File: config.mk
export PLATFORM = sky130hd
export DESIGN_NAME = jlss_queue
export DESIGN_NICKNAME = d
export VERILOG_FILES = /design/src/sv/jlss_pkg.sv /design/src/sv/jlss_queue.sv
export SDC_FILE = /design/constraint.sdc
export NUM_CORES = 1
export LEC_CHECK = 0
export ABC_AREA = 1
export ABC_CLOCK_PERIOD_IN_PS = 1600
export BUFFER_PORTS_ARGS = -buffer_cell sky130_fd_sc_hd__clkbuf_2
export CAP_MARGIN = 20
export CORE_MARGIN = 2
export CORE_UTILIZATION = 45
export DETAILED_ROUTE_END_ITERATION = 12
export PLACE_DENSITY = 0.67
export SYNTH_ARGS = -nofsm -noshare
export SYNTH_HDL_FRONTEND = slang
export SYNTH_SLANG_ARGS = --single-unit
File: constraint.sdc
create_clock -name clk -period 1.6 [get_ports clk]
set_input_delay 0.16 -clock clk [delete_from_list [all_inputs] [get_ports clk]]
set_output_delay 0.16 -clock clk [all_outputs]
set_load 0.01 [all_outputs]
File: src/sv/jlss_pkg.sv
`timescale 1ns / 1ps
// ----------------------------------------------------------------------------
// jlss_pkg
// Shared constants and types of the jerk-limited safe-stop block.
// ----------------------------------------------------------------------------
package jlss_pkg;

  // Fixed-point format of all time, velocity and distance values.
  localparam int FRAC_BITS = 16;

  // Configuration port widths.
  localparam int CFG_IDX_W  = 3;
  localparam int CFG_DATA_W = 32;

  // Configuration register indexes.
  localparam logic [CFG_IDX_W-1:0] CFG_BRAKE_SCALE      = 3'd0;
  localparam logic [CFG_IDX_W-1:0] CFG_STOP_JERK_LIMIT  = 3'd1;
  localparam logic [CFG_IDX_W-1:0] CFG_STOP_DECEL_LIMIT = 3'd2;
  localparam logic [CFG_IDX_W-1:0] CFG_REACTION_DELAY   = 3'd3;
  localparam logic [CFG_IDX_W-1:0] CFG_DISTANCE_MARGIN  = 3'd4;

  // Braking regime codes.
  localparam logic [1:0] REGIME_DELAY = 2'd0;
  localparam logic [1:0] REGIME_RAMP  = 2'd1;
  localparam logic [1:0] REGIME_DECEL = 2'd2;

  // Saturation level of wide intermediates.
  localparam logic [62:0] SAT_CAP = 63'h4000_0000_0000_0000;
  // Velocities at or above this level drive every nonzero product term to
  // output saturation, so they are held there.
  localparam logic [48:0] VEL_CAP = 49'h1_0000_0000_0000;
  // Distance terms are held at 2^31; any of them there saturates the output.
  localparam logic [31:0] DIST_CAP = 32'h8000_0000;
  localparam logic [30:0] OUT_MAX  = 31'h7FFF_FFFF;

  // Division by six as a reciprocal multiply: dividends are held at six
  // times 2^31, and the quotient is the product shifted down by 37.
  localparam logic [34:0] SIX_CAP   = 35'h3_0000_0000;
  localparam logic [34:0] RECIP_SIX = 35'd22906492246;   // ceil(2^37 / 6)

  // One classified transaction waiting for the arithmetic pipeline.
  typedef struct packed {
    logic [1:0]  regime;
    logic [23:0] span;     // ramp time for the ramp, decel time for decel
  } entry_t;

  // Values derived from the configuration registers.
  typedef struct packed {
    logic [23:0] t1;       // reaction delay
    logic [27:0] margin;   // distance margin
    logic [25:0] jm;       // scaled jerk magnitude
    logic [25:0] am;       // scaled decel magnitude
    logic [24:0] t2c;      // ramp time, held at 2^24
    logic [48:0] v2;       // velocity gained over the whole ramp, held at VEL_CAP
    logic [31:0] d2;       // jerk distance over the whole ramp, held at DIST_CAP
  } derived_t;

endpackage

File: src/sv/jlss_queue.sv
`timescale 1ns / 1ps
// ----------------------------------------------------------------------------
// jlss_queue
// Short FIFO between the classifier and the arithmetic pipeline.
// ----------------------------------------------------------------------------
module jlss_queue #(
  parameter int DEPTH = 4
) (
  input  logic             clk,
  input  logic             rst,
  input  logic             push,
  input  jlss_pkg::entry_t push_entry,
  output logic             full,
  input  logic             pop,
  output logic             empty,
  output jlss_pkg::entry_t head
);

  localparam int PW = (DEPTH > 1) ? $clog2(DEPTH) : 1;
  localparam int CW = $clog2(DEPTH + 1);

  jlss_pkg::entry_t entries [DEPTH];
  logic [PW-1:0]    wr_ptr, rd_ptr;
  logic [CW-1:0]    count;

  assign full  = (count == CW'(DEPTH));
  assign empty = (count == '0);
  assign head  = entries[rd_ptr];

  // Pointers and fill level.
  always_ff @(posedge clk) begin
    if (rst) begin
      wr_ptr <= '0;
      rd_ptr <= '0;
      count  <= '0;
    end else begin
      if (push) begin
        wr_ptr <= (wr_ptr == PW'(DEPTH - 1)) ? '0 : wr_ptr + 1'b1;
      end
      if (pop) begin
        rd_ptr <= (rd_ptr == PW'(DEPTH - 1)) ? '0 : rd_ptr + 1'b1;
      end
      if (push && !pop) begin
        count <= count + 1'b1;
      end else if (pop && !push) begin
        count <= count - 1'b1;
      end
    end
  end

  // Entry storage.
  always_ff @(posedge clk) begin
    if (push) begin
      entries[wr_ptr] <= push_entry;
    end
  end

endmodule

==> results.toml <==
[status]
status = "finished, violations left"
violations = "setup timing"

[pwr]
finalPower_mw = 8.46
p_per_area_nw_per_um2 = 1370
p_leak_nw = 2.37
vdd_drop_max_v = 0.000981

[critical_path]
regToRegSetupSlack_ps = 220
crit_chain = "buf_12 > buf_12 > buf_8 > o21ai_2 > o22ai_1 > buf_2"
worstPathRequired_ps = 1440
cp_slowest_stage_delay_ps = 410
endpoint_kind = "primary output"
crit_path_max_fanout = 6
cp_slowest_cell = "dfxtp_4"
crit_type = "flip-flop to primary output"
critical-path-top-delay-family = "buffers and inverters"
cp.arrival_ps = 1670
r2r_end = "entries[3][3]"
r2r_start = "wr_ptr[0]"
critPathMostFrequentCell = "buf_12"
reg2reg_depth = 4
worst-path-buf-inv = 4
crit_path_start_kind = "flip-flop"

[layout]
area_growth_pct = 43.3
most-common-layout-cells = "edfxtp_1, nor2_1, clkbuf_2"
fillers = 636
fin_util = 0.668
seqCellArea_um2 = 3310
drive_above_1_share = 0.336
mostFrequentLayoutCell = "edfxtp_1"
nets = 471
multi_input_area_um2 = 960
antenna_cells = 0
fin_cells = 575

[grt]
grt_pass1_wl_um = 15900
met1_usage = 0.259
busiest_layer = "met2"
track_usage = 0.212
grt_pass1_vias = 3003
antenna_found_initial = 0
met2_usage = 0.366
grt_max_degree = 18
overflow = 0
met3_usage = 0.0602

[min_path]
whs_path_depth = 2
holdPathEnd = "entries[3][14]"
min_path_type = "primary input to flip-flop"
min_from = "push_entry[14]"

[sta]
timing.final.crit_period_ps = 1830
fmax_mhz = 548
grt_setup_unrepaired = "yes"
final.setup.worst_slack_ps = -226
max_slew_margin = 0.805
whs_ps = 404
post-route-period-util = 1.14
slew_viol_final = 0
fin_skew_ps = 7.85
worst-slew-pin-transition_ps = 293
setup_viol_count_final = 26
hold_viol = 0
tns_ps = -4450

[die]
rows = 35
die-width_um = 102
io_pins = 58
die_area_um2 = 10400
core_um2 = 9280
die_h_um = 102
start_util = 0.466

[clock_tree]
clkSinkCount = 113
cts.clk_slew.worst_paths_ps = 60
clock_latency_ps = 510
clock_path_buffers = 2
numCtsBuffers = 17
root_buffer = "clkbuf_8"
cts_htree_levels = 4
cts_tree = "yes"

[synth]
yosys_warnings = 0
synth_seq_cells = 113
synthCells = 310
syn_nets = 347
netlist_area_um2 = 4330
synth.distinct_cells = 20
avgSynthCellArea_um2 = 14.0
ys_seq_area_frac = 0.764

[place]
dp_hpwl_um = 5400
gp_congestion = 0.719
port_buffers = 57
dpl.cell_count = 501

[drt]
post_drt_wl_per_cell_um = 17.8
drc = 0
firstDrtPassIters = 4
routed_wl_um = 10300
drt-initial-drc-count = 238
ant_nets = 0
via_per_inst = 5.26
num_vias = 3023

[job]
cap_violations = 0
-- synthesized netlist by cell type (all sizes together) --
| library cell | number | area share |
|---|---|---|
| fa | 1 | 0.0046 |
| xor2 | 1 | 0.0020 |
| o21ai | 55 | 0.064 |
| nand2 | 8 | 0.0069 |
| o22ai | 26 | 0.038 |
| nand4 | 1 | 0.0014 |
| inv | 16 | 0.014 |
| edfxtp | 104 | 0.72 |
| nor2 | 60 | 0.052 |
| nor3 | 4 | 0.0046 |
| a21oi | 3 | 0.0035 |
| dfxtp | 9 | 0.042 |
| ha | 6 | 0.017 |
| buf | 15 | 0.027 |
| nand3 | 1 | 0.0012 |
-- flip-flops by register name, summed over array words and instances (netlist names), named ones only --
register	cells
entries	104
rd_ptr	2
count	3
wr_ptr	2
-- logic make-up (layout without fill, tap and decap cells) --
group	count (synthesis)	in the layout	share of synthesized area
adder cells (fa/ha/maj)	7	7	0.0220
buffers and inverters	31	167	0.0414
AND/OR/NAND/NOR	74	74	0.0662
XOR/XNOR	1	1	0.00203
AO/OA/AOI/OAI	84	84	0.105
flip-flops	113	113	0.764
-- worst max path at each step --
stage | depth (start not counted) | endpoint | from | slack (ps)
after floorplan | 3 | entries[3][0] | wr_ptr[0] | 110
after global placement | 11 | count[2] | pop | 240
after detailed placement | 11 | count[2] | pop | 170
after CTS | 6 | head[23] | flip-flop | -240
after global routing | 6 | head[17] | flip-flop | -270
final | 6 | head[2] | flip-flop | -230
-- routing by layer --
| metal | vias to the layer above | part of all wire | wire (µm) |
|---|---|---|---|
| met4 | 0 | 0.012 | 120 |
| met3 | 12 | 0.042 | 431 |
| met2 | 87 | 0.53 | 5430 |
| met5 | - | 0 | 0 |
| met1 | 1519 | 0.42 | 4270 |
| li1 | 1405 | - | - |
-- layout make-up --
class / count / area share
flip-flops and latches: 113 / 0.534
repair inverters: 2 / 0.00363
repair buffers: 118 / 0.167
multi-input cells: 166 / 0.155
inverters: 16 / 0.0123
clock inverters: 12 / 0.0345
clock buffers: 19 / 0.0680
well taps: 129 / 0.0260
-- through the flow --
| stage | area (µm²) | worst slack (ps) |
|---|---|---|
| 2_1_floorplan | 4330 | 111 |
| 3_5_place_dp | 4840 | 165 |
| 6_report | 6200 | -226 |
| 5_1_grt | 6200 | -273 |
| 4_1_cts | 6200 | -238 |
| 3_3_place_gp | 4840 | 244 |
-- timing repair --
action	in CTS	in global routing
resized for setup	61	43
cloned	6	0
buffers inserted	10	0
pin swaps	21	15
endpoints found under the hold margin	113	0
endpoints found under the setup margin	26	26
hold buffers	29	0
-- report_power, final --
group / switching, mW / internal [mW] / leakage, nW / total [mW]
clock network: 1.25 / 2.82 / 0.307 / 4.07
logic: 0.520 / 0.441 / 1.03 / 0.961
registers: 0.0633 / 3.37 / 1.03 / 3.44
Power figures use the tool's default switching activity.
