### config.mk
export PLATFORM = sky130hd
export DESIGN_NAME = jlss_cfg
export DESIGN_NICKNAME = d
export VERILOG_FILES = /design/src/sv/jlss_pkg.sv /design/src/sv/jlss_cfg.sv
export SDC_FILE = /design/constraint.sdc
export NUM_CORES = 2
export LEC_CHECK = 0
export ABC_AREA = 1
export BUFFER_PORTS_ARGS = -buffer_cell sky130_fd_sc_hd__buf_2
export CAP_MARGIN = 20
export CELL_PAD_IN_SITES_DETAIL_PLACEMENT = 1
export CELL_PAD_IN_SITES_GLOBAL_PLACEMENT = 1
export CORE_ASPECT_RATIO = 0.5
export CORE_MARGIN = 5
export CORE_UTILIZATION = 45
export DETAILED_ROUTE_END_ITERATION = 16
export GPL_TIMING_DRIVEN = 0
export PLACE_DENSITY_LB_ADDON = 0.1
export SLEW_MARGIN = 20
export SYNTH_ARGS = -nofsm -noshare
export SYNTH_HDL_FRONTEND = slang
export SYNTH_SLANG_ARGS = --single-unit
### constraint.sdc
create_clock -name clk -period 11.35 [get_ports clk]
set_input_delay 1.7025 -clock clk [delete_from_list [all_inputs] [get_ports clk]]
set_output_delay 1.7025 -clock clk [all_outputs]
set_load 0.02 [all_outputs]
### src/sv/jlss_pkg.sv
`timescale 1ns / 1ps
// ----------------------------------------------------------------------------
// jlss_pkg
// Shared constants and types of the jerk-limited safe-stop block.
// ----------------------------------------------------------------------------
package jlss_pkg;

  // Fixed-point format of all time, velocity and distance values.
  localparam int FRAC_BITS = 16;

  // Configuration port widths.
  localparam int CFG_IDX_W  = 3;
  localparam int CFG_DATA_W = 32;

  // Configuration register indexes.
  localparam logic [CFG_IDX_W-1:0] CFG_BRAKE_SCALE      = 3'd0;
  localparam logic [CFG_IDX_W-1:0] CFG_STOP_JERK_LIMIT  = 3'd1;
  localparam logic [CFG_IDX_W-1:0] CFG_STOP_DECEL_LIMIT = 3'd2;
  localparam logic [CFG_IDX_W-1:0] CFG_REACTION_DELAY   = 3'd3;
  localparam logic [CFG_IDX_W-1:0] CFG_DISTANCE_MARGIN  = 3'd4;

  // Braking regime codes.
  localparam logic [1:0] REGIME_DELAY = 2'd0;
  localparam logic [1:0] REGIME_RAMP  = 2'd1;
  localparam logic [1:0] REGIME_DECEL = 2'd2;

  // Saturation level of wide intermediates.
  localparam logic [62:0] SAT_CAP = 63'h4000_0000_0000_0000;
  // Velocities at or above this level drive every nonzero product term to
  // output saturation, so they are held there.
  localparam logic [48:0] VEL_CAP = 49'h1_0000_0000_0000;
  // Distance terms are held at 2^31; any of them there saturates the output.
  localparam logic [31:0] DIST_CAP = 32'h8000_0000;
  localparam logic [30:0] OUT_MAX  = 31'h7FFF_FFFF;

  // Division by six as a reciprocal multiply: dividends are held at six
  // times 2^31, and the quotient is the product shifted down by 37.
  localparam logic [34:0] SIX_CAP   = 35'h3_0000_0000;
  localparam logic [34:0] RECIP_SIX = 35'd22906492246;   // ceil(2^37 / 6)

  // One classified transaction waiting for the arithmetic pipeline.
  typedef struct packed {
    logic [1:0]  regime;
    logic [23:0] span;     // ramp time for the ramp, decel time for decel
  } entry_t;

  // Values derived from the configuration registers.
  typedef struct packed {
    logic [23:0] t1;       // reaction delay
    logic [27:0] margin;   // distance margin
    logic [25:0] jm;       // scaled jerk magnitude
    logic [25:0] am;       // scaled decel magnitude
    logic [24:0] t2c;      // ramp time, held at 2^24
    logic [48:0] v2;       // velocity gained over the whole ramp, held at VEL_CAP
    logic [31:0] d2;       // jerk distance over the whole ramp, held at DIST_CAP
  } derived_t;

endpackage

### src/sv/jlss_cfg.sv
`timescale 1ns / 1ps
// ----------------------------------------------------------------------------
// jlss_cfg
// Configuration registers and a sequencer that derives the ramp constants
// with a shared bit-serial multiplier and divider.
// ----------------------------------------------------------------------------
module jlss_cfg (
  input  logic                            clk,
  input  logic                            rst,
  input  logic                            cfg_valid,
  output logic                            cfg_ready,
  input  logic [jlss_pkg::CFG_IDX_W-1:0]  cfg_index,
  input  logic [jlss_pkg::CFG_DATA_W-1:0] cfg_data,
  output logic                            busy,
  output jlss_pkg::derived_t              derived
);

  typedef enum logic [7:0] {
    ST_IDLE  = 8'b0000_0001,
    ST_SCALE = 8'b0000_0010,
    ST_T2    = 8'b0000_0100,
    ST_SQ    = 8'b0000_1000,
    ST_V2    = 8'b0001_0000,
    ST_CUBE  = 8'b0010_0000,
    ST_JW    = 8'b0100_0000,
    ST_SIX   = 8'b1000_0000
  } seq_state_t;

  localparam int          F       = jlss_pkg::FRAC_BITS;
  localparam logic [5:0]  CNT_END = 6'd63;

  // Configuration registers.
  logic [17:0] brake_scale;
  logic [23:0] stop_jerk_limit;
  logic [23:0] stop_decel_limit;
  logic [23:0] reaction_delay;
  logic [27:0] distance_margin;

  seq_state_t  state;
  logic        go;
  logic [5:0]  cnt;

  // Serial engines.
  logic [62:0]  ma, mb;
  logic [125:0] mp;
  logic         mzero, msat;
  logic [62:0]  dq;
  logic [25:0]  dr, dd;

  // Derived values.
  logic [25:0] jm, am;
  logic [62:0] t2, s2, w, jw;
  logic [48:0] v2;
  logic [31:0] d2;

  logic [23:0]  jmag, amag;
  logic [41:0]  jprod, aprod;
  logic [62:0]  op_a, op_b;
  logic [62:0]  mul_res, half_res;
  logic [63:0]  mul_top;
  logic [26:0]  div_rs;
  logic         div_bit;
  logic [62:0]  t2_numer;
  logic [34:0]  six_arg;

  assign cfg_ready = 1'b1;
  assign busy      = (state != ST_IDLE);

  // Magnitudes of the negative limits, scaled by the safety ratio.
  always_comb begin
    jmag  = stop_jerk_limit[23] ? 24'(25'h100_0000 - {1'b0, stop_jerk_limit}) : 24'd0;
    amag  = stop_decel_limit[23] ? 24'(25'h100_0000 - {1'b0, stop_decel_limit}) : 24'd0;
    jprod = 42'(brake_scale) * 42'(jmag) + 42'(1 << (F - 1));
    aprod = 42'(brake_scale) * 42'(amag) + 42'(1 << (F - 1));
  end

  // Multiplier operands for each step. The division of the ramp cube by six
  // runs as a multiply by the reciprocal, with the dividend held at six
  // times 2^31 so that the quotient lands on DIST_CAP when it saturates.
  always_comb begin
    six_arg = ((jw >= 63'(jlss_pkg::SIX_CAP)) ? jlss_pkg::SIX_CAP : jw[34:0]) + 35'd3;
    case (state)
      ST_SQ:   begin op_a = t2;           op_b = t2; end
      ST_V2:   begin op_a = 63'(jm);      op_b = s2; end
      ST_CUBE: begin op_a = s2;           op_b = t2; end
      ST_JW:   begin op_a = 63'(jm);      op_b = w;  end
      ST_SIX:  begin op_a = 63'(six_arg); op_b = 63'(jlss_pkg::RECIP_SIX); end
      default: begin op_a = '0;           op_b = '0; end
    endcase
  end

  // Rounded, saturating product of the finished multiply.
  always_comb begin
    if (mzero) begin
      mul_res = '0;
    end else if (msat || (mp > 126'(jlss_pkg::SAT_CAP))) begin
      mul_res = jlss_pkg::SAT_CAP;
    end else begin
      mul_res = 63'((mp + 126'(1 << (F - 1))) >> F);
    end
    half_res = (mul_res >= jlss_pkg::SAT_CAP) ? jlss_pkg::SAT_CAP :
               63'((64'(mul_res) + 64'd1) >> 1);
  end

  // One step of each serial engine.
  always_comb begin
    mul_top  = {1'b0, mp[125:63]} + (mb[0] ? {1'b0, ma} : 64'd0);
    div_rs   = {dr, dq[62]};
    div_bit  = (div_rs >= {1'b0, dd});
    t2_numer = 63'({am, 16'd0}) + 63'(jm >> 1);
  end

  // Register writes and sequencing.
  always_ff @(posedge clk) begin
    if (rst) begin
      brake_scale      <= 18'd65536;
      stop_jerk_limit  <= 24'hFC_0000;
      stop_decel_limit <= 24'hFC_0000;
      reaction_delay   <= 24'd6554;
      distance_margin  <= 28'd65536;
      state            <= ST_SCALE;
      go               <= 1'b1;
      cnt              <= '0;
    end else if (cfg_valid) begin
      case (cfg_index)
        jlss_pkg::CFG_BRAKE_SCALE:      brake_scale      <= cfg_data[17:0];
        jlss_pkg::CFG_STOP_JERK_LIMIT:  stop_jerk_limit  <= cfg_data[23:0];
        jlss_pkg::CFG_STOP_DECEL_LIMIT: stop_decel_limit <= cfg_data[23:0];
        jlss_pkg::CFG_REACTION_DELAY:   reaction_delay   <= cfg_data[23:0];
        jlss_pkg::CFG_DISTANCE_MARGIN:  distance_margin  <= cfg_data[27:0];
        default: ;
      endcase
      state <= ST_SCALE;
      go    <= 1'b1;
      cnt   <= '0;
    end else begin
      case (state)
        ST_IDLE: ;
        ST_SCALE: begin
          state <= ST_T2;
          go    <= 1'b1;
        end
        default: begin
          if (go) begin
            // A zero jerk skips the ramp-time division.
            if (state == ST_T2 && jm == '0) begin
              state <= ST_SQ;
            end else begin
              go  <= 1'b0;
              cnt <= '0;
            end
          end else if (cnt == CNT_END) begin
            go <= 1'b1;
            case (state)
              ST_T2:   state <= ST_SQ;
              ST_SQ:   state <= ST_V2;
              ST_V2:   state <= ST_CUBE;
              ST_CUBE: state <= ST_JW;
              ST_JW:   state <= ST_SIX;
              default: state <= ST_IDLE;
            endcase
          end else begin
            cnt <= cnt + 6'd1;
          end
        end
      endcase
    end
  end

  // Serial arithmetic and capture of derived values.
  always_ff @(posedge clk) begin
    case (state)
      ST_SCALE: begin
        jm <= jprod[41:16];
        am <= aprod[41:16];
      end
      ST_T2: begin
        if (go) begin
          t2 <= jlss_pkg::SAT_CAP;
          dq <= t2_numer;
          dd <= jm;
          dr <= '0;
        end else if (cnt == CNT_END) begin
          t2 <= dq;
        end else begin
          dr <= div_bit ? 26'(div_rs - {1'b0, dd}) : div_rs[25:0];
          dq <= {dq[61:0], div_bit};
        end
      end
      ST_SQ, ST_V2, ST_CUBE, ST_JW, ST_SIX: begin
        if (go) begin
          ma    <= op_a;
          mb    <= op_b;
          mp    <= '0;
          mzero <= (op_a == '0) || (op_b == '0);
          msat  <= (op_a >= jlss_pkg::SAT_CAP) || (op_b >= jlss_pkg::SAT_CAP);
        end else if (cnt == CNT_END) begin
          case (state)
            ST_SQ:   s2 <= mul_res;
            ST_V2:   v2 <= (half_res >= 63'(jlss_pkg::VEL_CAP)) ? jlss_pkg::VEL_CAP :
                           half_res[48:0];
            ST_CUBE: w  <= mul_res;
            ST_JW:   jw <= mul_res;
            default: d2 <= mp[68:37];
          endcase
        end else begin
          mp <= {mul_top, mp[62:1]};
          mb <= mb >> 1;
        end
      end
      default: ;
    endcase
  end

  // Derived values seen by the datapath.
  always_comb begin
    derived.t1     = reaction_delay;
    derived.margin = distance_margin;
    derived.jm     = jm;
    derived.am     = am;
    derived.t2c    = (t2 >= 63'h100_0000) ? 25'h100_0000 : t2[24:0];
    derived.v2     = v2;
    derived.d2     = d2;
  end

endmodule

==> metrics.csv <==
stage,metric,value,unit
run_status,outcome,"complete, no violations",
grt,global-route wire length before repair,415000,um
clock_tree,CTS Buf Count,87,
logic_synthesis,"EDFF count, synth",754,
power,Worst IR Drop VDD,0.113,mV
route,antenna-violating nets left,0,
power,Clk pwr share,28.6,%
route,drt wl/cell,24.6,um
critical_path,"Slowest-stage cell, CP",o21ai_1,
logic_synthesis,Mapped Area,73400,um^2
layout,Multi-input gate area,40800,um^2
grt,antenna violations before repair,8,
power,Pint,6660,uW
layout,fraction of layout cells with a size suffix above 1,6.07,%
power,Psw,4230,uW
die,num rows,104,
placement,number of port buffers,244,
route,Total Routed Length,279000,um
grt,largest net degree at the start of global routing,31,
placement,RD Place Congestion,0.983,
power,static leakage,0.0372,uW
critical_path,Crit Path Category,flip-flop to flip-flop,
logic_synthesis,post-synth top area cell,edfxtp_1,
grt,Congestion Overflow GR,0,
critical_path,CP endpoint kind,flip-flop,
grt,total track usage,32.1,%
clock_tree,worst-skew pair later-pin latency,0.71,ns
logic_synthesis,instance count of the mapped netlist,8642,
placement,Placement Cell Area,78200,um^2
layout,FF/Latch Area,25300,um^2
die,CORE AREA,161000,um^2
route,DR pass1 iterations,5,
logic_synthesis,Synth Register Bits,887,
sta,Worst-Margin Slew,1.26,ns
critical_path,Worst setup SP type,flip-flop,
sta,Final Hold Vio Count,0,
clock_tree,number of post-CTS setup repair buffers,0,
sta,Max Clock Skew,0.0314,ns
placement,Final HPWL DP,227000,um
die,Horiz. Die Dim,581,um
logic_synthesis,sequential-to-total area share from yosys stat,34.5,%
route,Iteration-0 DRC Markers,5294,
clock_tree,cts hold-fix bufs,0,
sta,"Min Clock Period, post-route",9.32,ns
die,Die Y,295,um
worst_hold_path,HP Class,flip-flop to flip-flop,
sta,hold_ws,0.460,ns
sta,max_slew headroom,16.0,%
logic_synthesis,area share of the largest cell type after synthesis,30.9,%
route,DR vias/cell,5.57,
sta,final setup fails,0,
critical_path,Worst EP arrival,9.77,ns
logic_synthesis,synth warn,0,
logic_synthesis,"FFs w/ async S/R, synth",0,%
power,Flop pwr share,38.8,%
critical_path,crit path max fanout,10,
critical_path,Max stage delay on crit path,0.77,ns
logic_synthesis,Main synth FF type,edfxtp_1,
power,combinational power share,32.6,%
power,Pwr per Cell Area,134,nW/um^2
job,max capacitance violation total,0,
layout,Finished Core Util,50.3,%
clock_tree,Longest Clk Path Bufs,3,
logic_synthesis,most common cell in the netlist,inv_1,
die,Initial Utilization,45.4,%
clock_tree,"Clk pin slew, worst setup/hold paths",0.06,ns
clock_tree,TritonCTS Sinks,887,
die,I/O Pins,250,
layout,Post-layout nets,10200,
clock_tree,Root Buffer,clkbuf_16,
die,die area,172000,um^2
sta,Final Max Slew Viols,0,
critical_path,Worst Path Required,11.80,ns
layout,Syn-to-layout area delta,10.8,%
clock_tree,htree depth,3,
sta,Fmax achieved,107,MHz
logic_synthesis,syn avg cell area,8.49,um^2
sta,Tcrit/Tclk final,82.1,%
sta,unrepaired setup endpoints after global routing,false,
logic_synthesis,Synth top cells by count,"inv_1, nand2_1, nor2_1",
logic_synthesis,largest cells by area after synthesis,"edfxtp_1, fa_1, inv_1",
sta,Setup TNS Final,0,ns
route,Vias,63000,
layout,Finished Cell Area,81300,um^2
logic_synthesis,synth unique cells,69,
clock_tree,CTS tree,built,
clock_tree,post_cts resized,0,
layout,fill cell count,19400,
route,drc violations,0,
grt,vias in the first global route,65400,
power,sw frac,38.9,%
critical_path,"most used cell, CP",inv_1,
## metal layers
metal | up-vias | share of wire [%] | GRT usage (%)
li1 | 28300 | - | -
met1 | 31800 | 43 | 43.6
met2 | 2364 | 45 | 51.4
met3 | 500 | 7.8 | 6.22
met4 | 2 | 4.3 | 11.9
met5 | - | 0.0047 | 0
## final timing paths
kind	startpoint	end	slack (ns)	cells after the start
min	cnt[5]	cnt[5]	0.46	1
min reg2reg	cnt[5]	cnt[5]	0.46	1
max reg2reg	stop_jerk_limit[0]	jm[21]	2.03	35
max	stop_jerk_limit[0]	jm[21]	2.03	35
## sequential cells by signal (all words and copies together), names as in the netlist, 24 cells and up
| signal | cells |
|---|---|
| w | 63 |
| s2 | 63 |
| dq | 63 |
| v2 | 49 |
| distance_margin | 28 |
| dd | 26 |
| am | 26 |
| t2 | 63 |
| jw | 63 |
| ma | 63 |
| dr | 26 |
| mp | 126 |
| jm | 26 |
| stop_decel_limit | 24 |
| d2 | 32 |
| reaction_delay | 24 |
| stop_jerk_limit | 24 |
| mb | 63 |
## per-stage QoR
| stage | setup WS, ns | power (uW) | cells |
|---|---|---|---|
| floorplan | 1.14 | 6360 | 8688 |
| global placement | -5.00 | 7700 | 11100 |
| detailed placement | 2.22 | 7790 | 11100 |
| CTS | 2.18 | 10900 | 11300 |
| global route | 1.66 | 11400 | 11300 |
| finish | 2.03 | 10900 | 11300 |
## area by class of cell
class                   instances  area share (%)
multi-input cells            5802            50.2
flip-flops and latches        887            31.1
inverters                    1705            7.88
well taps                    2173            3.35
clock buffers                 109            2.83
repair buffers                283            2.35
plain buffers                 294            1.44
clock inverters                49           0.810
diodes                          4          0.0123
## power by group through the flow
stage	combinational (uW)	sequential, uW	clock, uW
final	3550	4220	3110
after global placement	3370	4330	0
after global routing	3930	4220	3290
after floorplan	2140	4220	0
after detailed placement	3510	4280	0
after CTS	3540	4210	3150
## layout by cell type, fill, tap and decap left out, types with 15 or more instances in the layout
cell type and instances:
inv_1 1681, nand2_1 1402, nor2_1 1363, edfxtp_1 754, fa_1 707, a21oi_1 434
o21ai_0 384, ha_1 369, nand3_1 272, buf_2 262, clkbuf_1 253, nand4_1 141
dfxtp_1 133, xor2_1 103, clkbuf_16 87, nor3_1 85, a31oi_1 65, nor4_1 58
conb_1 48, o21a_1 37, o22ai_1 37, xnor2_1 31, o221ai_1 30, buf_1 26
o211ai_1 22, nor2_2 20, clkinv_1 20, a22oi_1 19, a221oi_1 18, nand3b_1 16
nor3_2 16, clkbuf_2 16, buf_12 16, or2_2 15
## worst max-delay path, delay by kind of cell (launching register included)
family                   cells  cell delay, ns
AO/OA/AOI/OAI                1            0.77
adder cells (fa/ha/maj)      8            3.67
buffers and inverters       10            1.16
flip-flops                   1            0.31
AND/OR/NAND/NOR             16            3.16
## logic make-up after synthesis
family,synth area share [%]
simple gates,19.5
buf+inv,10.3
compound gates,8.48
fa+ha+maj,25.6
flops,34.5
xor+xnor,1.60
other cells,0.0102
mux,0.0136
Power figures use the tool's default switching activity.
