==> src/sv/jlss_pkg.sv <==
`timescale 1ns / 1ps
// ----------------------------------------------------------------------------
// jlss_pkg
// Shared constants and types of the jerk-limited safe-stop block.
// ----------------------------------------------------------------------------
package jlss_pkg;

  // Fixed-point format of all time, velocity and distance values.
  localparam int FRAC_BITS = 16;

  // Configuration port widths.
  localparam int CFG_IDX_W  = 3;
  localparam int CFG_DATA_W = 32;

  // Configuration register indexes.
  localparam logic [CFG_IDX_W-1:0] CFG_BRAKE_SCALE      = 3'd0;
  localparam logic [CFG_IDX_W-1:0] CFG_STOP_JERK_LIMIT  = 3'd1;
  localparam logic [CFG_IDX_W-1:0] CFG_STOP_DECEL_LIMIT = 3'd2;
  localparam logic [CFG_IDX_W-1:0] CFG_REACTION_DELAY   = 3'd3;
  localparam logic [CFG_IDX_W-1:0] CFG_DISTANCE_MARGIN  = 3'd4;

  // Braking regime codes.
  localparam logic [1:0] REGIME_DELAY = 2'd0;
  localparam logic [1:0] REGIME_RAMP  = 2'd1;
  localparam logic [1:0] REGIME_DECEL = 2'd2;

  // Saturation level of wide intermediates.
  localparam logic [62:0] SAT_CAP = 63'h4000_0000_0000_0000;
  // Velocities at or above this level drive every nonzero product term to
  // output saturation, so they are held there.
  localparam logic [48:0] VEL_CAP = 49'h1_0000_0000_0000;
  // Distance terms are held at 2^31; any of them there saturates the output.
  localparam logic [31:0] DIST_CAP = 32'h8000_0000;
  localparam logic [30:0] OUT_MAX  = 31'h7FFF_FFFF;

  // Division by six as a reciprocal multiply: dividends are held at six
  // times 2^31, and the quotient is the product shifted down by 37.
  localparam logic [34:0] SIX_CAP   = 35'h3_0000_0000;
  localparam logic [34:0] RECIP_SIX = 35'd22906492246;   // ceil(2^37 / 6)

  // One classified transaction waiting for the arithmetic pipeline.
  typedef struct packed {
    logic [1:0]  regime;
    logic [23:0] span;     // ramp time for the ramp, decel time for decel
  } entry_t;

  // Values derived from the configuration registers.
  typedef struct packed {
    logic [23:0] t1;       // reaction delay
    logic [27:0] margin;   // distance margin
    logic [25:0] jm;       // scaled jerk magnitude
    logic [25:0] am;       // scaled decel magnitude
    logic [24:0] t2c;      // ramp time, held at 2^24
    logic [48:0] v2;       // velocity gained over the whole ramp, held at VEL_CAP
    logic [31:0] d2;       // jerk distance over the whole ramp, held at DIST_CAP
  } derived_t;

endpackage

==> src/sv/jlss_front.sv <==
`timescale 1ns / 1ps
// ----------------------------------------------------------------------------
// jlss_front
// Accepts time-to-collision transactions and classifies each into its
// braking regime with the time spent in the active phase.
// ----------------------------------------------------------------------------
module jlss_front (
  input  logic               in_valid,
  output logic               in_ready,
  input  logic [23:0]        time_to_collision,
  input  logic               busy,
  input  logic               q_full,
  input  jlss_pkg::derived_t derived,
  output logic               push,
  output jlss_pkg::entry_t   push_entry
);

  logic [23:0] t;

  assign in_ready = !busy && !q_full;
  assign push     = in_valid && in_ready;

  // Delay, ramp or ramp plus constant deceleration.
  always_comb begin
    t = time_to_collision - derived.t1;
    if (time_to_collision <= derived.t1) begin
      push_entry.regime = jlss_pkg::REGIME_DELAY;
      push_entry.span   = '0;
    end else if ({1'b0, t} <= derived.t2c) begin
      push_entry.regime = jlss_pkg::REGIME_RAMP;
      push_entry.span   = t;
    end else begin
      push_entry.regime = jlss_pkg::REGIME_DECEL;
      push_entry.span   = t - derived.t2c[23:0];
    end
  end

endmodule

==> config.mk <==
export PLATFORM = sky130hd
export DESIGN_NAME = jlss_front
export DESIGN_NICKNAME = d
export VERILOG_FILES = /design/src/sv/jlss_pkg.sv /design/src/sv/jlss_front.sv
export SDC_FILE = /design/constraint.sdc
export NUM_CORES = 1
export LEC_CHECK = 0
export ABC_AREA = 1
export BUFFER_PORTS_ARGS = -buffer_cell sky130_fd_sc_hd__buf_2
export CORE_AREA = 2 2 131 101
export DETAILED_ROUTE_END_ITERATION = 10
export DIE_AREA = 0 0 133 103
export GPL_ROUTABILITY_DRIVEN = 0
export PLACE_DENSITY = 0.71
export SLEW_MARGIN = 10
export SYNTH_ARGS = -nofsm -noshare
export SYNTH_HDL_FRONTEND = slang
export SYNTH_SLANG_ARGS = --single-unit
==> constraint.sdc <==
create_clock -name vclk -period 6.31
set_clock_uncertainty 0.15 [all_clocks]
set_input_delay 1.262 -clock vclk [all_inputs]
set_output_delay 1.262 -clock vclk [all_outputs]
set_load 0.005 [all_outputs]
==> flow_metrics.tcl, run 1 <==
set metrics [dict create \
    status "finished clean" \
    design.seq.count 0 \
    wl_per_cell_um 11.8 \
    antenna_cells 0 \
    die_w_um 133 \
    fin_nets 1275 \
    drt.antenna.violating_nets 0 \
    dp_hpwl_mm 12.1 \
    report.power.total_uw 796 \
    drive_gt1_frac 0.149 \
    syn_area_um2 4270 \
    hold_path.class "in -> out" \
    criticalPathCategory "in -> out" \
    synth_cells 880 \
    dieArea_um2 13700 \
    highest_layer "met4" \
    ir_drop_mv 0.0543 \
    tightest_slew_ns 0.363 \
    vias 5197 \
    setup_viol 0 \
    grt_pass1_wl_mm 22.0 \
    met3_wirelength_mm 1.20 \
    drc 0 \
    cp_max_fo 16 \
    fin_crit_sh 0.962 \
    syn-num-nets 1167 \
    grt_max_degree 18 \
    hold_path_depth 3 \
    routed_wl_mm 13.7 \
    fin_tns_setup_ns 0 \
    final_cell_mix "nand2_1, inv_1, buf_2" \
    p_leak_nw 3.47 \
    netlist.area_leader.share 0.324 \
    die_h_um 103 \
    first_global_vias 4445 \
    synthTopCellsByArea "nand2_1, inv_1, ha_1, nand3_1, nor2_1" \
    worstSetupStartpointType "primary input" \
    overflow 0 \
    core_um2 12600 \
    drt-met1-wl_mm 7.58 \
    initialDrtViolationCount 469 \
    rows 36 \
    synthDistinctLibCells 31 \
    port_buffers 104 \
    min_to "in_ready" \
    ys_seq_area_frac 0 \
    finalHoldViolCount 0 \
    slew_headroom 0.757 \
    power_density_nw_per_um2 158 \
    period_needed_ns 6.07 \
    wl_met2_mm 4.80 \
    rsz0062_at_grt "no" \
    hold_buffers 0 \
    start_util 0.339 \
    grt_antenna_before_repair 0 \
    viasPerCell 4.49 \
    layout_commonest_cell "nand2_1" \
    maxSlewViolCount 0 \
    gr-usage-all-layers 0.197 \
    fmax_mhz 165 \
    whs_ns 2.60 \
    seqCellArea_um2 0 \
    yosysWarnings 0 \
    final_cell_area_um2 5040 \
    required_ns 4.90 \
    crit_arrival_ns 4.66 \
    io_pins 265 \
    endpoint_kind "primary output" \
    firstDrtPassIters 5 \
    area_growth_pct 18.1 \
    hp-start "busy" \
    synth.avg_cell_area_um2 4.85 \
    num-clock-buffers 0 \
    fillers 1481 \
    placement.cell_area_um2 4990 \
    drv_cap 0 \
    synth_top_area_cell "nand2_1" \
]
cells by family (layout without fill, tap and decap cells):
family                   Yosys count  in the layout  share of synthesized area
AO/OA/AOI/OAI                     30             30                     0.0378
XOR/XNOR                          27             27                     0.0554
adder cells (fa/ha/maj)           50             50                      0.150
buffers and inverters            240            346                      0.223
AND/OR/NAND/NOR                  533            533                      0.534
Yosys cell counts, drive strengths merged (2+ instances only):
cell type / count
o21bai: 3
nand4: 15
nand3b: 8
inv: 235
nand2: 377
xor2: 10
nor2: 71
nor3: 2
o21ai: 3
a21oi: 24
nand3: 55
ha: 48
nor4: 2
buf: 5
xnor2: 17
fa: 2
report_power, final:
part	switching [mW]	total (mW)	internal, mW
clock	0	0	0
sequential	0	0	0
combinational	0.501	0.796	0.295
metal layers:
layer | vias up | GRT usage
met4 | 0 | 0.0165
met2 | 202 | 0.287
li1 | 2815 | -
met3 | 2 | 0.0152
met1 | 2178 | 0.321
met5 | - | 0
worst max-delay path by stage:
stage                          from              to
6_report       time_to_collision[0]  push_entry[12]
5_1_grt        time_to_collision[0]  push_entry[21]
4_1_cts        time_to_collision[0]  push_entry[12]
3_5_place_dp   time_to_collision[0]  push_entry[12]
3_3_place_gp   time_to_collision[0]  push_entry[12]
2_1_floorplan  time_to_collision[0]  push_entry[11]
repair_timing:
action	in CTS	in global routing
resized for setup	0	5
hold endpoints to repair	0	0
setup buffers	0	2
setup endpoints to repair	0	17
worst max-delay path, cell delays in order:
cell and delay, ns:
buf_2 0.08, inv_1 0.03, ha_1 0.23, fa_1 0.41, inv_1 0.09, nand3_1 0.08
nand2_2 0.13, nand4_1 0.19, nand4_1 0.15, nand2_1 0.10, ha_1 0.40, nand2_1 0.10
inv_1 0.17, nand4_1 0.18, nor3_2 0.22, nand3_4 0.11, nand2_4 0.18, buf_12 0.18
nand3_1 0.08, nand2_1 0.13, buf_2 0.13
area by class of cell:
class              instances  area [um2]  share of cell area
repair buffers           111         598               0.119
multi-input cells        640        3340               0.662
inverters                235         890               0.177
well taps                171         214              0.0425
per-stage QoR:
stage | instances | utilization | setup slack [ns]
after floorplan | 880 | - | 0.967
after global placement | 1155 | 0.397 | 0.289
after detailed placement | 1155 | 0.397 | 0.232
after CTS | 1155 | 0.397 | 0.224
after global routing | 1157 | 0.401 | 0.0163
final | 1157 | 0.401 | 0.239
Power figures use the tool's default switching activity.
==> inputs of run 2 (changes only) <==
CORE_AREA = 2 2 115 89   (was 2 2 131 101)
DIE_AREA = 0 0 117 91   (was 0 0 133 103)
PLACE_DENSITY = 0.87   (was 0.71)
==> run 2 against run 1 <==
Flip-flop and latch count is the same. Worst setup slack improved by 0.040 ns. First-iteration DRC count shrank 4.5%. Die area fell by 22%. Total power increased by 0.15%. Worst hold slack improved by 0.0065 ns. Final area shrank 1.3%. Count of clock-buffer cells in the layout is the same. Global-route usage up 5.6 points. Via count is 3.0% higher. Critical path depth up 1.
==> flow_metrics.tcl, run 2 (synthesized netlist as in run 1, its figures left out) <==
set metrics [dict create \
    status "finished clean" \
    initialDrtViolationCount 448 \
    overflow 0 \
    gr-usage-all-layers 0.253 \
    multi_input_area_um2 3350 \
    fillers 1033 \
    seqCellArea_um2 0 \
    slew_headroom 0.748 \
    postLayoutCoreUtil 0.523 \
    required_ns 4.90 \
    start_util 0.449 \
    final_cell_area_um2 4970 \
    grt_pass1_wl_mm 22.0 \
    ir_drop_mv 0.0829 \
    critical-path-slowest-cell "fa_1" \
    slowest_delay_ns 0.40 \
    hold_path_depth 3 \
    rows 31 \
    drt.antenna.violating_nets 0 \
    finalHoldViolCount 0 \
    wl_per_cell_um 12.0 \
    placement.cell_area_um2 4940 \
    cp_max_fo 9 \
    io_pins 265 \
    core_um2 9500 \
    period_needed_ns 6.03 \
    min_to "in_ready" \
    antenna_cells 0 \
    dp_hpwl_mm 11.7 \
    dieArea_um2 10600 \
    cp_common_cell "nand2_1" \
    port_buffers 104 \
    power_density_nw_per_um2 160 \
    post-place-ws_ns 0.256 \
    tightest_slew_ns 0.378 \
    maxSlewViolCount 0 \
    hold_path.class "in -> out" \
    report.power.total_uw 797 \
    criticalPathCategory "in -> out" \
    drc 0 \
    die_h_um 91 \
    p_leak_nw 3.46 \
    worstSetupStartpointType "primary input" \
    rsz0062_at_grt "no" \
    grt_antenna_before_repair 0 \
    grt_max_degree 23 \
    firstDrtPassIters 5 \
    drive_gt1_frac 0.148 \
    post-route-worst-setup-slack_ns 0.279 \
    die_w_um 117 \
    setup_viol 0 \
    fin_nets 1274 \
    hold_buffers 0 \
    first_global_vias 4836 \
    crit_arrival_ns 4.62 \
    area_growth_pct 16.6 \
    hp-start "busy" \
    design.seq.count 0 \
    crit_chain "buf_2 -> inv_1 -> ha_1 -> fa_1 -> inv_1 -> nand3_1 -> nand2_2 -> nand4_1 -> nand4_1 -> nand2_1 -> ha_1 -> nand2_1 -> nor2_1 -> nand2_1 -> nor2_1 -> nand2_2 -> nand3_4 -> nand2_4 -> nor2_8 -> nand2_1 -> nand2_1 -> buf_2" \
    fmax_mhz 166 \
    fin_tns_setup_ns 0 \
    layout_commonest_cell "nand2_1" \
    drv_cap 0 \
    num-clock-buffers 0 \
    vias 5351 \
    final_cell_mix "nand2_1, inv_1, buf_2" \
    viasPerCell 4.79 \
    fin_crit_sh 0.956 \
    routed_wl_mm 13.4 \
    endpoint_kind "primary output" \
]
[run 2: power by group]
part / leakage [nW] / internal [mW] / switching [mW] / total (mW)
sequential: 0 / 0 / 0 / 0
clock: 0 / 0 / 0 / 0
combinational: 3.46 / 0.293 / 0.504 / 0.797
total: 3.46 / 0.293 / 0.504 / 0.797
[run 2: what timing repair did]
item,CTS,global route
resized for setup,0,5
setup endpoints to repair,0,11
hold endpoints to repair,0,0
buffers inserted,0,0
[run 2: worst max-delay path by stage]
| stage | end | slack (ns) | start | depth (start not counted) |
|---|---|---|---|---|
| 2_1_floorplan | push_entry[11] | 0.97 | time_to_collision[0] | 20 |
| 3_3_place_gp | push_entry[20] | 0.31 | time_to_collision[0] | 23 |
| 3_5_place_dp | push_entry[20] | 0.26 | time_to_collision[0] | 23 |
| 4_1_cts | push_entry[20] | 0.25 | time_to_collision[0] | 23 |
| 5_1_grt | push_entry[6] | 0.008 | time_to_collision[0] | 23 |
| 6_report | push_entry[14] | 0.28 | time_to_collision[0] | 22 |
[run 2: layout make-up]
cell class,instances,share of cell area
Timing Repair Buffer,109,0.115
Inverter,235,0.179
Multi-Input combinational cell,641,0.673
Tap cell,132,0.0332
[run 2: stage by stage]
step | std cells | hold WS, ns
after floorplan | 880 | 2.40
after global placement | 1116 | 2.60
after detailed placement | 1116 | 2.61
after CTS | 1116 | 2.61
after global routing | 1117 | 2.61
final | 1117 | 2.61
[run 2: worst max-delay path: cells and delay by family]
kind	cells	cell delay, ns
adders and majority gates	3	1.02
buffers and inverters	4	0.36
and+or+nand+nor	15	1.95
[run 2: routing by layer]
layer	GRT usage	wire length, um	up-vias
li1	-	-	2813
met1	0.373	6040	2250
met2	0.398	5430	259
met3	0.0200	1540	29
met4	0.0559	410	0
met5	0	0	-
==> inputs of run 3 (changes only) <==
GPL_TIMING_DRIVEN = 0   (was default)
==> run 3 against run 2 <==
Final area is 1.7% higher. Combinational power is 2% higher. Routed wire length is 1.9% higher. Critical endpoint unchanged. Global-route usage is 0.25 points higher. Total power is 2.3% higher. Die area stayed put. Flip-flop and latch count stayed put. Worst setup slack worse by 0.14 ns.
==> flow_metrics.tcl, run 3 (synthesized netlist as in run 1, its figures left out) <==
set metrics [dict create \
    dp.cells 1116 \
    viasPerCell 4.79 \
    area_growth_pct 18.6 \
    crit_arrival_ns 4.76 \
    routed_wl_mm 13.7 \
    required_ns 4.90 \
    slew_headroom 0.600 \
    hold_buffers 0 \
    layout_commonest_cell "nand2_1" \
    post-route-worst-setup-slack_ns 0.135 \
    final_cell_mix "nand2_1, inv_1, buf_2" \
    ir_drop_mv 0.0871 \
    dp_hpwl_mm 12.1 \
    finalHoldViolCount 0 \
    fin_tns_setup_ns 0 \
    stdcell_count 1118 \
    criticalPathCategory "in -> out" \
    p_leak_nw 3.47 \
    placement.cell_area_um2 4950 \
    vias 5354 \
    drt-met1-wl_mm 6.15 \
    tightest_slew_ns 0.596 \
    initialDrtViolationCount 510 \
    drt.antenna.violating_nets 0 \
    power_density_nw_per_um2 161 \
    die_h_um 91 \
    grt_max_degree 11 \
    endpoint_kind "primary output" \
    gr-usage-all-layers 0.256 \
    core_um2 9500 \
    grt_pass1_wl_mm 22.1 \
    grt_antenna_before_repair 0 \
    overflow 0 \
    hold_path.class "in -> out" \
    wl_per_cell_um 12.2 \
    worstSetupStartpointType "primary input" \
    fin_nets 1275 \
    dieArea_um2 10600 \
    fin_crit_sh 0.979 \
    wl_met2_mm 5.56 \
    post-place-ws_ns 0.0727 \
    drv_cap 0 \
    port_buffers 104 \
    antenna_cells 0 \
    cp_max_fo 10 \
    first_global_vias 4818 \
    setup_viol 0 \
    die_w_um 117 \
    maxSlewViolCount 0 \
    io_pins 265 \
    rows 31 \
    fmax_mhz 162 \
    period_needed_ns 6.18 \
    design.seq.count 0 \
    status "finished clean" \
    start_util 0.449 \
    highest_layer "met4" \
    drive_gt1_frac 0.160 \
    seqCellArea_um2 0 \
    fillers 1026 \
    drc 0 \
    final_cell_area_um2 5060 \
    whs_ns 2.61 \
    met3_wirelength_mm 1.45 \
    num-clock-buffers 0 \
    firstDrtPassIters 5 \
]
-- run 3: worst max-delay path, stage by stage --
cell,delay (ns)
buf_2,0.07
inv_1,0.05
ha_1,0.23
fa_1,0.40
inv_1,0.10
nand3_1,0.08
nand2_2,0.13
nand2_1,0.08
nand2_2,0.13
nand2_1,0.12
nand4_1,0.11
nand2_1,0.08
ha_1,0.36
inv_1,0.08
nor3_1,0.47
nand3_4,0.27
nand2_4,0.21
nor2_8,0.07
buf_6,0.14
nand2_1,0.06
nand2_1,0.08
buf_2,0.14
-- run 3: repair_timing --
| item | in CTS | in global routing |
|---|---|---|
| gates resized for setup | 0 | 16 |
| buffers inserted | 0 | 2 |
| setup endpoints to repair | 0 | 23 |
-- run 3: path summary, 6_finish.rpt --
| path | start | end | slack, ns | cells after the start |
|---|---|---|---|---|
| max | time_to_collision[0] | push_entry[14] | 0.13 | 22 |
| min | busy | in_ready | 2.61 | 3 |
-- run 3: cell type report --
type | instances | area (um2) | area share
multi-input combinational | 640 | 3410 | 0.674
inverter | 235 | 890 | 0.176
timing repair buffer | 106 | 536 | 0.106
tap | 132 | 165 | 0.0326
buffer | 5 | 60.1 | 0.0119
-- run 3: through the flow --
stage	total power [mW]	utilization
floorplan	0.570	-
global placement	0.757	0.521
detailed placement	0.771	0.521
CTS	0.775	0.521
global route	0.915	0.532
finish	0.815	0.532
-- run 3: power by group --
| group | switching (mW) | internal, mW |
|---|---|---|
| Combinational | 0.507 | 0.308 |
| Sequential | 0 | 0 |
| Clock | 0 | 0 |
-- run 3: routing by layer --
| layer | vias to the layer above | global-route usage |
|---|---|---|
| met3 | 29 | 0.0220 |
| met4 | 0 | 0.0784 |
| met5 | - | 0 |
| met2 | 255 | 0.397 |
| li1 | 2810 | - |
| met1 | 2260 | 0.370 |
